File: src/hw/rtl/bsp_pkg.sv
// Package for the bit stream packer: request/response payloads, command codes,
// and the controller-to-datapath command and status structs.
// No dependencies.
package bsp_pkg;

   localparam int MAX_NUMBER_BYTES_DEF = 8;

   // Request command codes
   localparam logic [1:0] CMD_BIT   = 2'd0;
   localparam logic [1:0] CMD_BYTE  = 2'd1;
   localparam logic [1:0] CMD_NUM   = 2'd2;
   localparam logic [1:0] CMD_CLOSE = 2'd3;

   typedef struct packed {
      logic [1:0]  cmd;
      logic        bit_value;
      logic [7:0]  byte_value;
      logic [63:0] number_value;
      logic [3:0]  number_bytes;
   } req_type;

   typedef struct packed {
      logic [7:0] out_byte;
      logic       is_header;
      logic       last;
   } rsp_type;

   // Datapath operations issued by the controller
   typedef enum logic [2:0] {
      OP_IDLE,
      OP_BIT,
      OP_BYTE,
      OP_NUM_LOAD,
      OP_NUM_NEXT,
      OP_CLOSE,
      OP_HDR
   } dp_op_type;

   typedef struct packed {
      dp_op_type op;
      logic      out_load;
      logic      out_last;
   } dp_ctrl_type;

   typedef struct packed {
      logic out_free;
      logic cnt_zero;
      logic cnt_seven;
      logic nb_zero;
      logic nb_one;
      logic rem_one;
   } dp_stat_type;

endpackage

File: src/hw/rtl/bsp_datapath.sv
// Datapath of the bit stream packer: pending bits, number shift register,
// pad count and the response register.
// Depends on bsp_pkg.
module bsp_datapath import bsp_pkg::*; #(
   parameter int MAX_NUMBER_BYTES = MAX_NUMBER_BYTES_DEF
) (
   input  logic        clock,
   input  logic        reset,
   input  req_type     req_data,
   input  dp_ctrl_type ctrl,
   output dp_stat_type stat,
   input  logic        rsp_ready,
   output logic        rsp_valid,
   output rsp_type     rsp_data
);

   localparam int NUM_W = 8 * MAX_NUMBER_BYTES;
   localparam int RW    = $clog2(MAX_NUMBER_BYTES + 1);

   logic [6:0]       pend_bits_ff, pend_bits_in;
   logic [2:0]       pend_cnt_ff, pend_cnt_in;
   logic [2:0]       pad_ff, pad_in;
   logic [NUM_W-1:0] num_ff, num_in;
   logic [RW-1:0]    rem_ff, rem_in;
   logic             rsp_valid_ff, rsp_valid_in;
   rsp_type          rsp_ff, rsp_in;

   logic [RW-1:0]    nb_sat;
   logic [NUM_W-1:0] num_aligned;
   logic [7:0]       app_val;
   logic [14:0]      app_word;
   logic [7:0]       app_out;
   logic [6:0]       keep_mask;
   logic [6:0]       app_pend;
   logic [7:0]       bit_acc;
   logic [2:0]       pad_val;
   logic [7:0]       byte_rev;

   // Reverse a byte so that its LSB is appended first
   always_comb begin
      for (int i = 0; i < 8; i++) begin
         byte_rev[i] = req_data.byte_value[7-i];
      end
   end

   // Saturate the byte width and left-align the number field
   always_comb begin
      if (req_data.number_bytes > 4'(MAX_NUMBER_BYTES)) begin
         nb_sat = RW'(MAX_NUMBER_BYTES);
      end else begin
         nb_sat = RW'(req_data.number_bytes);
      end
      num_aligned = req_data.number_value[NUM_W-1:0]
                    << {RW'(MAX_NUMBER_BYTES) - nb_sat, 3'b000};
   end

   // Append eight bits MSB-first behind the pending bits
   always_comb begin
      case (ctrl.op)
         OP_BYTE:     app_val = byte_rev;
         OP_NUM_LOAD: app_val = num_aligned[NUM_W-1 -: 8];
         OP_NUM_NEXT: app_val = num_ff[NUM_W-1 -: 8];
         default:     app_val = 8'd0;
      endcase
      app_word  = {pend_bits_ff, app_val};
      app_out   = 8'(app_word >> pend_cnt_ff);
      keep_mask = 7'((8'd1 << pend_cnt_ff) - 8'd1);
      app_pend  = app_val[6:0] & keep_mask;
      bit_acc   = {pend_bits_ff, req_data.bit_value};
      pad_val   = 3'(4'd8 - {1'b0, pend_cnt_ff});
   end

   // Next state of pending bits, number register and response
   always_comb begin
      pend_bits_in = pend_bits_ff;
      pend_cnt_in  = pend_cnt_ff;
      pad_in       = pad_ff;
      num_in       = num_ff;
      rem_in       = rem_ff;
      rsp_in       = rsp_ff;
      rsp_in.out_byte  = 8'd0;
      rsp_in.is_header = 1'b0;
      rsp_in.last      = ctrl.out_last;
      case (ctrl.op)
         OP_BIT: begin
            rsp_in.out_byte = bit_acc;
            if (pend_cnt_ff == 3'd7) begin
               pend_bits_in = 7'd0;
               pend_cnt_in  = 3'd0;
            end else begin
               pend_bits_in = bit_acc[6:0];
               pend_cnt_in  = pend_cnt_ff + 3'd1;
            end
         end
         OP_BYTE: begin
            if (pend_cnt_ff == 3'd0) begin
               rsp_in.out_byte = req_data.byte_value;
            end else begin
               rsp_in.out_byte = app_out;
               pend_bits_in    = app_pend;
            end
         end
         OP_NUM_LOAD: begin
            rsp_in.out_byte = app_out;
            pend_bits_in    = app_pend;
            num_in          = num_aligned << 8;
            rem_in          = nb_sat - RW'(1);
         end
         OP_NUM_NEXT: begin
            rsp_in.out_byte = app_out;
            pend_bits_in    = app_pend;
            num_in          = num_ff << 8;
            rem_in          = rem_ff - RW'(1);
         end
         OP_CLOSE: begin
            if (pend_cnt_ff == 3'd0) begin
               rsp_in.is_header = 1'b1;
            end else begin
               rsp_in.out_byte = 8'({1'b0, pend_bits_ff} << pad_val);
               pad_in          = pad_val;
            end
            pend_bits_in = 7'd0;
            pend_cnt_in  = 3'd0;
         end
         OP_HDR: begin
            rsp_in.out_byte  = {5'd0, pad_ff};
            rsp_in.is_header = 1'b1;
         end
         default: begin
         end
      endcase
      if (ctrl.out_load) begin
         rsp_valid_in = 1'b1;
      end else if (rsp_ready) begin
         rsp_valid_in = 1'b0;
      end else begin
         rsp_valid_in = rsp_valid_ff;
      end
   end

   // Hold control state under reset, payload without
   always_ff @(posedge clock) begin
      if (reset) begin
         pend_bits_ff <= 7'd0;
         pend_cnt_ff  <= 3'd0;
         rsp_valid_ff <= 1'b0;
      end else begin
         pend_bits_ff <= pend_bits_in;
         pend_cnt_ff  <= pend_cnt_in;
         rsp_valid_ff <= rsp_valid_in;
      end
   end

   always_ff @(posedge clock) begin
      pad_ff <= pad_in;
      num_ff <= num_in;
      rem_ff <= rem_in;
      if (ctrl.out_load) begin
         rsp_ff <= rsp_in;
      end
   end

   // Report status to the controller
   always_comb begin
      stat.out_free  = !rsp_valid_ff || rsp_ready;
      stat.cnt_zero  = (pend_cnt_ff == 3'd0);
      stat.cnt_seven = (pend_cnt_ff == 3'd7);
      stat.nb_zero   = (nb_sat == RW'(0));
      stat.nb_one    = (nb_sat == RW'(1));
      stat.rem_one   = (rem_ff == RW'(1));
   end

   assign rsp_valid = rsp_valid_ff;
   assign rsp_data  = rsp_ff;

endmodule

File: src/hw/rtl/bsp_ctrl.sv
// Controller of the bit stream packer: takes requests and sequences the
// datapath through multi-byte numbers and the close header.
// Depends on bsp_pkg.
module bsp_ctrl import bsp_pkg::*; (
   input  logic        clock,
   input  logic        reset,
   input  logic        req_valid,
   input  logic [1:0]  req_cmd,
   output logic        req_ready,
   input  dp_stat_type stat,
   output dp_ctrl_type ctrl
);

   typedef enum logic [1:0] {
      ST_IDLE,
      ST_NUM,
      ST_HDR
   } state_type;

   state_type state_ff, state_in;

   // Decode the next operation and state
   always_comb begin
      state_in      = state_ff;
      req_ready     = 1'b0;
      ctrl.op       = OP_IDLE;
      ctrl.out_load = 1'b0;
      ctrl.out_last = 1'b0;
      case (state_ff)
         ST_IDLE: begin
            req_ready = stat.out_free;
            if (req_valid && stat.out_free) begin
               case (req_cmd)
                  CMD_BIT: begin
                     ctrl.op       = OP_BIT;
                     ctrl.out_load = stat.cnt_seven;
                     ctrl.out_last = 1'b1;
                  end
                  CMD_BYTE: begin
                     ctrl.op       = OP_BYTE;
                     ctrl.out_load = 1'b1;
                     ctrl.out_last = 1'b1;
                  end
                  CMD_NUM: begin
                     if (!stat.nb_zero) begin
                        ctrl.op       = OP_NUM_LOAD;
                        ctrl.out_load = 1'b1;
                        ctrl.out_last = stat.nb_one;
                        if (!stat.nb_one) begin
                           state_in = ST_NUM;
                        end
                     end
                  end
                  CMD_CLOSE: begin
                     ctrl.op       = OP_CLOSE;
                     ctrl.out_load = 1'b1;
                     ctrl.out_last = stat.cnt_zero;
                     if (!stat.cnt_zero) begin
                        state_in = ST_HDR;
                     end
                  end
                  default: begin
                  end
               endcase
            end
         end
         ST_NUM: begin
            if (stat.out_free) begin
               ctrl.op       = OP_NUM_NEXT;
               ctrl.out_load = 1'b1;
               ctrl.out_last = stat.rem_one;
               if (stat.rem_one) begin
                  state_in = ST_IDLE;
               end
            end
         end
         ST_HDR: begin
            if (stat.out_free) begin
               ctrl.op       = OP_HDR;
               ctrl.out_load = 1'b1;
               ctrl.out_last = 1'b1;
               state_in      = ST_IDLE;
            end
         end
         default: begin
            state_in = ST_IDLE;
         end
      endcase
   end

   // Hold state
   always_ff @(posedge clock) begin
      if (reset) begin
         state_ff <= ST_IDLE;
      end else begin
         state_ff <= state_in;
      end
   end

endmodule

File: src/hw/rtl/bit_stream_packer_core.sv
// Channel  Handshake              Payload
// req      req_valid / req_ready  req_data  (req_type: cmd, bit, byte, number, width)
// rsp      rsp_valid / rsp_ready  rsp_data  (rsp_type: out_byte, is_header, last)
//
// A multi-byte number steps through the number state and a close with pending bits
// adds a header from the header state, one response a cycle unless stalled, out of
// the single response register. A new request is taken once the controller is idle
// and the response register is empty or being drained. Reset is synchronous and
// clears the pending bits and the response valid; a stalled response holds.
// Top level of the bit stream packer. Depends on bsp_pkg, bsp_ctrl, bsp_datapath.
module bit_stream_packer_core import bsp_pkg::*; #(
   parameter int MAX_NUMBER_BYTES = MAX_NUMBER_BYTES_DEF
) (
   input  logic    clock,
   input  logic    reset,
   input  logic    req_valid,
   output logic    req_ready,
   input  req_type req_data,
   output logic    rsp_valid,
   input  logic    rsp_ready,
   output rsp_type rsp_data
);

   dp_ctrl_type ctrl;
   dp_stat_type stat;

   // Sequence requests
   bsp_ctrl u_ctrl (
      .clock     (clock),
      .reset     (reset),
      .req_valid (req_valid),
      .req_cmd   (req_data.cmd),
      .req_ready (req_ready),
      .stat      (stat),
      .ctrl      (ctrl)
   );

   // Pack bits and drive responses
   bsp_datapath #(
      .MAX_NUMBER_BYTES (MAX_NUMBER_BYTES)
   ) u_datapath (
      .clock     (clock),
      .reset     (reset),
      .req_data  (req_data),
      .ctrl      (ctrl),
      .stat      (stat),
      .rsp_ready (rsp_ready),
      .rsp_valid (rsp_valid),
      .rsp_data  (rsp_data)
   );

endmodule

File: config.mk
export PLATFORM = sky130hd
export DESIGN_NAME = bit_stream_packer_core
export DESIGN_NICKNAME = d
export VERILOG_FILES = /design/src/hw/rtl/bsp_pkg.sv /design/src/hw/rtl/bsp_datapath.sv /design/src/hw/rtl/bsp_ctrl.sv /design/src/hw/rtl/bit_stream_packer_core.sv
export SDC_FILE = /design/constraint.sdc
export NUM_CORES = 1
export LEC_CHECK = 0
export BUFFER_PORTS_ARGS = -buffer_cell sky130_fd_sc_hd__buf_2
export CAP_MARGIN = 5
export CORE_MARGIN = 2
export CORE_UTILIZATION = 45
export CTS_BUF_LIST = sky130_fd_sc_hd__clkbuf_4 sky130_fd_sc_hd__clkbuf_8
export CTS_CLUSTER_DIAMETER = 30
export DETAILED_ROUTE_END_ITERATION = 10
export PLACE_DENSITY = 0.76
export REMOVE_ABC_BUFFERS = 1
export SYNTH_ARGS = -nofsm -noshare
export SYNTH_HDL_FRONTEND = slang
export SYNTH_SLANG_ARGS = --single-unit
File: constraint.sdc
create_clock -name clock -period 3.8 [get_ports clock]
set_input_delay 0.19 -clock clock [delete_from_list [all_inputs] [get_ports clock]]
set_output_delay 0.19 -clock clock [all_outputs]
set_load 0.01 [all_outputs]
Word-level counts from Yosys, hierarchy flattened
Index checks and enable logic that the tools add are counted.
{"block": "op_classes", "shift": 4, "eq_ne": 23, "order_cmp": 1, "reduce_logical": 15, "n_bitwise": 2, "addsub": 6, "muxes": 32}
{"cell": "$pmux W64 S2", "count": 1}
{"cell": "$shl A64 B7 Y64", "count": 1}
{"cell": "$pmux W8 S5", "count": 1}
{"cell": "$pmux W7 S4", "count": 1}
{"cell": "$pmux W8 S3", "count": 1}
{"cell": "$pmux W5 S4", "count": 1}
{"cell": "$mux W8", "count": 2}
{"cell": "$mux W5", "count": 3}
{"cell": "$pmux W5 S3", "count": 1}
{"cell": "$shr A15 B3 Y8", "count": 1}
{"cell": "$mux W2", "count": 7}
{"cell": "$mux W7", "count": 2}
{"cell": "$eq A3 B3 Y1 const B", "count": 4}
{"cell": "$ne A3 B3 Y1 const B", "count": 4}
{"cell": "$eq A4 B1 Y1 const B", "count": 2}
{"cell": "$mux W4", "count": 2}
{"cell": "$ne A2 B1 Y1 const B", "count": 4}
{"cell": "$pmux W4 S2", "count": 1}
{"cell": "$reduce_and A8 Y1", "count": 1}
{"cell": "$shl A7 B3 Y8", "count": 1}
{"cell": "$sub A4 B1 Y4 const B", "count": 2}
{"cell": "$and A7 B7 Y7", "count": 1}
{"cell": "$shl A1 B3 Y7 const A", "count": 1}
{"cell": "$sub A7 B1 Y7 const B", "count": 1}
{"cell": "other kinds (26)", "count": 37}
{"block": "totals", "regBits": 94, "out_inout_bits": 12, "input_bits": 83}

Depth between registers and ports, before layout
Gate-level depths: netlist of the first run.
{"block": "logic_depth", "word_depth": 12, "ltp_mapped": 16}

Modules after synthesis
From an unflattened synthesis of the first run, not the netlist that was laid out.
{"block": "unflattened", "cells_unflattened": 642, "area_unflattened_um2": 6462.4}
{"module": "bsp_datapath", "seq_area_each_um2": 2412.3, "instances": 1, "cells_per_inst": 602, "area_per_inst_um2": 6179.7}
{"module": "bsp_ctrl", "seq_area_each_um2": 40.0, "instances": 1, "cells_per_inst": 40, "area_per_inst_um2": 282.8}

Worst setup path before layout of the first run
No wires, ideal clock.
{"block": "synth_path", "path_type": "input -> register", "from": "in req_data[3] (netlist name)", "to": "reg u_datapath.rsp_ff, in the netlist u_datapath.rsp_data[2], data pin", "path_buffers": 6, "setup_slack_ns": -0.060, "arrival_time_ns": 3.588, "cell_stages": 14, "cell_sequence": "buf_4 -> nor2b_1 -> buf_6 -> buf_6 -> clkbuf_1 -> buf_2 -> ha_1 -> buf_2 -> inv_2 -> mux4_1 -> mux2_2 -> a211oi_1 -> a2111oi_0 -> or4_1"}
{"item": "from (decl)", "line_no": "bit_stream_packer_core.sv:18", "rtl": "input req_type req_data,"}
{"item": "to (signal assigned)", "line_no": "bsp_datapath.sv:159", "rtl": "rsp_ff <= rsp_in;"}
{"item": "to (decl)", "line_no": "bsp_datapath.sv:26", "rtl": "rsp_type rsp_ff, rsp_in;"}

==> metrics.md, run 1 <==
| Metric | Value |
|---|---|
| Antenna cell count | `0` |
| VDD IR max | `0.0002454 V` |
| Ys flop type | `edfxtp_1` |
| DRT Wirelength | `20.63 mm` |
| Hold Path Class | `in -> reg` |
| Avg Inst Size Synth | `9.304 sq um` |
| Mapped Area | `6875 sq um` |
| Vias | `6,508` |
| Peak fanout along the critical path | `12` |
| Worst-Margin Slew | `1.170 ns` |
| Simple-gate portion of the synthesized area | `0.1731` |
| CP Class | `in -> reg` |
| Hold-fix buffers, CTS | `0` |
| Fin area | `7724 sq um` |
| Slew margin rel. | `0.2173` |
| Nets | `909` |
| Post-CTS Setup Bufs | `0` |
| EDFF count, synth | `73` |
| Ys async rst share | `0` |
| Grt ovf | `0` |
| Synth warn | `0` |
| Max Slew Vio Count | `0` |
| Min Tclk post-route | `3.281 ns` |
| Post-route ant nets | `0` |
| Fillers | `1,436` |
| Compound-Gate Fraction of Synth Area | `0.2217` |
| Main combinational cell family by area after synthesis | `compound AO/OA/AOI/OAI gates` |
| First-pass GRT wire length | `32.80 mm` |
| Post-DP Area | `7528 sq um` |
| Adder-Cell Fraction of Synth Area | `0.02366` |
| Worst EP required | `3.95 ns` |
| TNS Setup | `0 ns` |
| RSZ-0062 raised after global routing | `no` |
| Most common cell after layout, fill and taps aside | `buf_2` |
| Core area | `15,090 sq um` |
| Routability cong. | `0.9327` |
| CP Launch Type | `primary input` |
| Sequential-to-total area share from yosys stat | `0.3567` |
| DR pass1 iterations | `6` |
| Die Ht | `127.6 um` |
| GRT Util Overall | `0.2567` |
| Outcome | `completed` |
| Clk Latency, worst-skew pair | `0.39 ns` |
| Vias in the first global route | `6,106` |
| Most frequent cells in the layout | `buf_2, nand2_1, edfxtp_1, o21ai_0, mux2i_1` |
| Number of synthesized register bits | `86` |
| Die Wd | `127.6 um` |
| Pleak | `0.002953 uW` |
| Largest net degree at the start of global routing | `35` |
| CP arrival | `3.43 ns` |
| Unique masters post-synth | `76` |
| # clock sinks | `86` |
| Fin. Hold Viols | `0` |
| Synthesized instance count | `739` |
| Post-DP HPWL | `14.98 mm` |
| Worst r2r path cells | `7` |
| Site Rows | `45` |
| Buffers on Ports | `94` |
| H-tree depth | `3` |
| Layout cells sized above 1 | `0.2249` |
| Clock skew | `0.01074 ns` |
| Final period util | `0.8635` |
| Initial antenna violation count | `1` |
| I/O pin total | `95` |
| DRC Markers | `0` |
| Placement Setup Slack | `0.2440 ns` |
| CTS Buffer Depth | `2` |
| Final setup margin | `0.5187 ns` |
| Clock transition at the registers of the reported paths | `0.09 ns` |
| Root buf cell | `clkbuf_8` |
| Initial DRC count | `657` |
| Via density | `6.469` |
| Worst setup EP type | `flop` |
| Post-synthesis mux area share | `0.1556` |
| Max_cap viols | `0` |
| CTS buffer count | `9` |
| Die ar. | `16,280 sq um` |
| XOR/XNOR Fraction of Synth Area | `0.01638` |
| Fmax | `304.8 MHz` |
| TritonCTS clock tree | `built` |
| Hold Crit Depth | `2` |
| WL/cell | `20.51 um` |
| PwrDens | `348.9 nW/um^2` |
| Final setup vio count | `0` |
| Area grow syn2layout | `12.34%` |
| CTS-repair resized insts | `0` |
| Initial core utilization | `0.4556` |
[metrics by stage]
stage | util | hold slack, ns | std cells | power, uW
final | 0.5119 | 0.1464 | 1006 | 2695
after detailed placement | 0.4989 | 0.5110 | 990 | 2021
after global placement | 0.4989 | 0.5000 | 990 | 2011
after CTS | 0.5119 | 0.1226 | 1006 | 2699
after floorplan | - | 0.2591 | 678 | 1722
after global routing | 0.5119 | 0.1454 | 1006 | 2826
[metal layers]
metal	vias to the layer above	global-route usage	part of all wire
met2	379	0.3976	0.45
met1	3059	0.3524	0.43
met5	-	0	0
met4	0	0.1041	0.032
li1	3014	-	-
met3	56	0.05276	0.093
[cells in the mapped netlist, drive strengths merged, types with 6 or more instances]
master	instances	area share
a211oi	20	0.023
a21oi	36	0.026
a221oi	14	0.020
a22o	14	0.018
a22oi	17	0.019
a31oi	13	0.012
and2	6	0.0055
and3	22	0.020
buf	25	0.023
clkbuf	36	0.020
dfxtp	13	0.038
edfxtp	73	0.32
ha	13	0.024
inv	16	0.0087
mux2	12	0.020
mux2i	54	0.079
mux4	17	0.057
nand2	93	0.051
nand2b	6	0.0055
nand3	11	0.0080
nor2	48	0.027
nor3	24	0.017
o21ai	60	0.044
xnor2	7	0.014
[final timing paths]
kind | slack, ns | from | end
min reg2reg | 0.53 | u_datapath.num_ff[32]$_DFFE_PP_ | u_datapath.num_ff[40]$_DFFE_PP_
min | 0.15 | reset | u_datapath.pend_cnt_ff[2]$_SDFFE_PP0P_
max reg2reg | 0.81 | u_ctrl.state_ff[0]$_SDFFE_PP0P_ | u_datapath.rsp_data[2]$_DFFE_PP_
max | 0.52 | req_data[3] | u_datapath.rsp_data[4]$_DFFE_PP_
[worst max-delay path: stages]
cell and delay, ns:
buf_2 0.17, inv_1 0.16, nand2_1 0.11, ha_1 0.31, buf_4 0.23, xnor2_2 0.37, mux2i_1 0.24, o22ai_1 0.11
o32ai_1 0.60, o21ai_0 0.37, o21a_1 0.26, a221o_1 0.28
[layout make-up]
cell class	count	area (sq um)	share of cell area
multi-input combinational	573	4074	0.5275
sequential	86	2452	0.3175
clock inverter	7	71.32	0.009234
inverter	19	71.32	0.009234
timing repair buffer	124	695.7	0.09007
clock buffer	9	123.9	0.01604
tap	188	235.2	0.03046
[registers in the layout, summed over array words and instances, names as in the netlist]
| register | flops |
|---|---|
| u_ctrl.state_ff | 2 |
| u_datapath.num_ff | 56 |
| u_datapath.rsp_data | 10 |
| u_datapath.pad_ff | 3 |
| u_datapath.rsp_valid | 1 |
| u_datapath.rem_ff | 4 |
| u_datapath.pend_cnt_ff | 3 |
| u_datapath.pend_bits_ff | 7 |
[where the power goes]
group / internal, uW / switching, uW / leakage (uW)
clock network: 305 / 374 / 0.0000937
logic: 338 / 502 / 0.00206
registers: 1130 / 46.0 / 0.000797
total: 1770 / 922 / 0.00295
[cell families after synthesis]
| family | Yosys count |
|---|---|
| simple gates | 245 |
| fa+ha+maj | 13 |
| compound gates | 223 |
| xor+xnor | 9 |
| buf+inv | 80 |
| mux | 83 |
| flops | 86 |
No activity file was read; power rests on OpenSTA's default activity.
==> inputs of run 2 (changes only) <==
Settings changed: PLACE_DENSITY 0.76 to 0.74.
Clock period 3.8 ns to 4.2 ns, I/O delays scaled along.
==> metrics.md, run 2 (synthesis gave the netlist of run 1 again) <==
| Metric | Value |
|---|---|
| Crit path cell chain | `buf_2, nor2b_4, inv_2, ha_1, buf_4, xnor2_2, mux2i_1, o311a_1, a221oi_1, o21ai_1, mux4_2, o21ai_1` |
| Grt ovf | `0 (unchanged)` |
| DRC Markers | `0 (unchanged)` |
| Die Wd | `127.6 um (unchanged)` |
| Routability cong. | `0.9178 (-1.6%)` |
| Seq pwr share | `0.443 (+0.007)` |
| Site Rows | `45 (unchanged)` |
| Max_cap viols | `0 (unchanged)` |
| Initial DRC count | `917 (+40%)` |
| Vias in the first global route | `5,995 (-1.8%)` |
| Hold Crit Depth | `2 (unchanged)` |
| Pleak | `0.002931 uW (-0.73%)` |
| Worst r2r path cells | `11 (+4)` |
| Fillers | `1,432 (-0.28%)` |
| Worst EP required | `4.42 ns (+0.47 ns)` |
| Final setup vio count | `0 (unchanged)` |
| Hold-fix buffers, CTS | `0 (unchanged)` |
| CP max-delay cell | `a221oi_1` |
| Slew margin rel. | `0.4811 (+0.2639)` |
| Initial core utilization | `0.4556 (unchanged)` |
| Placement Setup Slack | `0.5133 ns (+0.2693 ns)` |
| Die ar. | `16,280 sq um (unchanged)` |
| Clock transition at the registers of the reported paths | `0.09 ns (about the same)` |
| Register area | `2452 sq um (unchanged)` |
| Min Tclk post-route | `3.338 ns` |
| Register with the most flip-flops | `u_datapath.num_ff` |
| Switching share of power | `0.3529 (+0.01060)` |
| Peak fanout along the critical path | `16 (+4)` |
| Nets | `906 (-0.33%)` |
| Post-route ant nets | `0 (unchanged)` |
| CTS buffer count | `9 (unchanged)` |
| Fmax | `299.6 MHz` |
| Largest net degree at the start of global routing | `41 (+17%)` |
| CP Launch Type | `primary input` |
| Die Ht | `127.6 um (unchanged)` |
| CTS-repair resized insts | `0 (unchanged)` |
| Root buf cell | `clkbuf_8` |
| Total power | `2399 uW (-11%)` |
| Most frequent cells in the layout | `buf_2, nand2_1, edfxtp_1, o21ai_0, mux2i_1` |
| Clk Latency, worst-skew pair | `0.39 ns (about the same)` |
| I/O pin total | `95 (unchanged)` |
| Post-CTS Setup Bufs | `0 (unchanged)` |
| Power share of the clock group | `0.238 (-0.014)` |
| TNS Setup | `0 ns (unchanged)` |
| TritonCTS clock tree | `built` |
| Most common cell after layout, fill and taps aside | `buf_2` |
| Area grow syn2layout | `11.74%` |
| Area of the multi-input gates | `4074 sq um (unchanged)` |
| Max FFs per register | `56 (unchanged)` |
| CP most frequent cell | `o21ai_1` |
| # clock sinks | `86 (unchanged)` |
| Antenna cell count | `0 (unchanged)` |
| Fin. Hold Viols | `0 (unchanged)` |
| VDD IR max | `0.0001535 V (-37%)` |
| Max incr delay on CP | `0.65 ns (+0.05 ns)` |
| Final setup margin | `0.8623 ns (+0.3436 ns)` |
| PwrDens | `312.3 nW/um^2 (-10%)` |
| First-pass GRT wire length | `33.23 mm (+1.3%)` |
| Switching power | `846.6 uW (-8.2%)` |
| Layout cells sized above 1 | `0.2221 (-0.002853)` |
| Post-DP HPWL | `14.64 mm (-2.3%)` |
| Via density | `6.464 (about the same)` |
| Clock skew | `0.01701 ns (+0.006268 ns)` |
| CP arrival | `3.56 ns (+0.13 ns)` |
| Max Slew Vio Count | `0 (unchanged)` |
| DRT Wirelength | `20.63 mm (unchanged)` |
| H-tree depth | `3 (unchanged)` |
| Vias | `6,483 (-0.38%)` |
| CP Class | `in -> reg` |
| WL/cell | `20.57 um (+0.30%)` |
| Worst-Margin Slew | `0.7767 ns (-0.3931 ns)` |
| Buffers on Ports | `94 (unchanged)` |
| CTS Buffer Depth | `2 (unchanged)` |
| Post-Route Utilization | `0.5091 (-0.002736)` |
| Core area | `15,090 sq um (unchanged)` |
| Final period util | `0.7947` |
| Comb pwr share | `0.319 (+0.007)` |
| Hold Path Class | `in -> reg` |
| RSZ-0062 raised after global routing | `no` |
| Worst setup EP type | `flop` |
| GRT Util Overall | `0.2582 (+0.001480)` |
| P_int | `1553 uW (-12%)` |
| Outcome | `completed` |
| Initial antenna violation count | `0 (-1)` |
| DR pass1 iterations | `6 (unchanged)` |
## run 2: changes by cell type in the layout (fill, tap and decap cells not counted)
| cell | previous run | this run |
|---|---|---|
| clkbuf_4 | 0 | 1 |
| bufinv_16 | 1 | 0 |
| clkinv_2 | 1 | 0 |
| buf_4 | 30 | 27 |
| clkinv_4 | 0 | 1 |
## run 2: path summary, 6_finish.rpt
path	startpoint	end	slack, ns
worst max-delay path	req_data[0]	u_datapath.rsp_data[8]$_DFFE_PP_	0.86
worst min-delay path	reset	u_datapath.pend_cnt_ff[0]$_SDFFE_PP0P_	0.16
worst max register to register	u_datapath.pend_cnt_ff[1]$_SDFFE_PP0P_	u_datapath.rsp_data[2]$_DFFE_PP_	0.96
worst min register to register	u_datapath.num_ff[46]$_DFFE_PP_	u_datapath.num_ff[54]$_DFFE_PP_	0.54
## run 2: stage by stage
step | area [sq um] | instances | hold WS [ns]
global placement | 7506 | 987 | 0.5021
floorplan | 6583 | 678 | 0.2791
CTS | 7682 | 1003 | 0.1427
detailed placement | 7506 | 987 | 0.5110
finish | 7682 | 1003 | 0.1575
global route | 7682 | 1003 | 0.1496
## run 2: power by group through the flow
stage,Combinational [uW],Clock (uW),Sequential [uW]
6_report,765,571,1060
2_1_floorplan,478,0,1080
4_1_cts,751,576,1060
3_3_place_gp,739,0,1080
3_5_place_dp,747,0,1080
5_1_grt,835,611,1070
## run 2: final cells by class
cell class,count,share of cell area
multi-input cells,573,0.5303
flip-flops and latches,86,0.3192
repair buffers,121,0.08762
clock buffers,10,0.01710
well taps,188,0.03062
inverters,19,0.009283
clock inverters,6,0.005863
## run 2: critical path, delay by kind of cell
family / cells / cell delay [ns]
AO/OA/AOI/OAI: 4 / 1.21
AND/OR/NAND/NOR: 1 / 0.24
adder cells (fa/ha/maj): 1 / 0.31
XOR/XNOR: 1 / 0.39
multiplexers: 2 / 0.63
buffers and inverters: 3 / 0.56
## run 2: layer usage
layer  vias to the layer above  wire length (um)  share of wire  GRT usage
met2                       399              9085           0.44     0.3926
met5                         -                 0              0          0
met1                      3053              9111           0.44     0.3799
li1                       2991                 -              -          -
met3                        40              1925          0.093    0.03392
met4                         0               508          0.025    0.08791
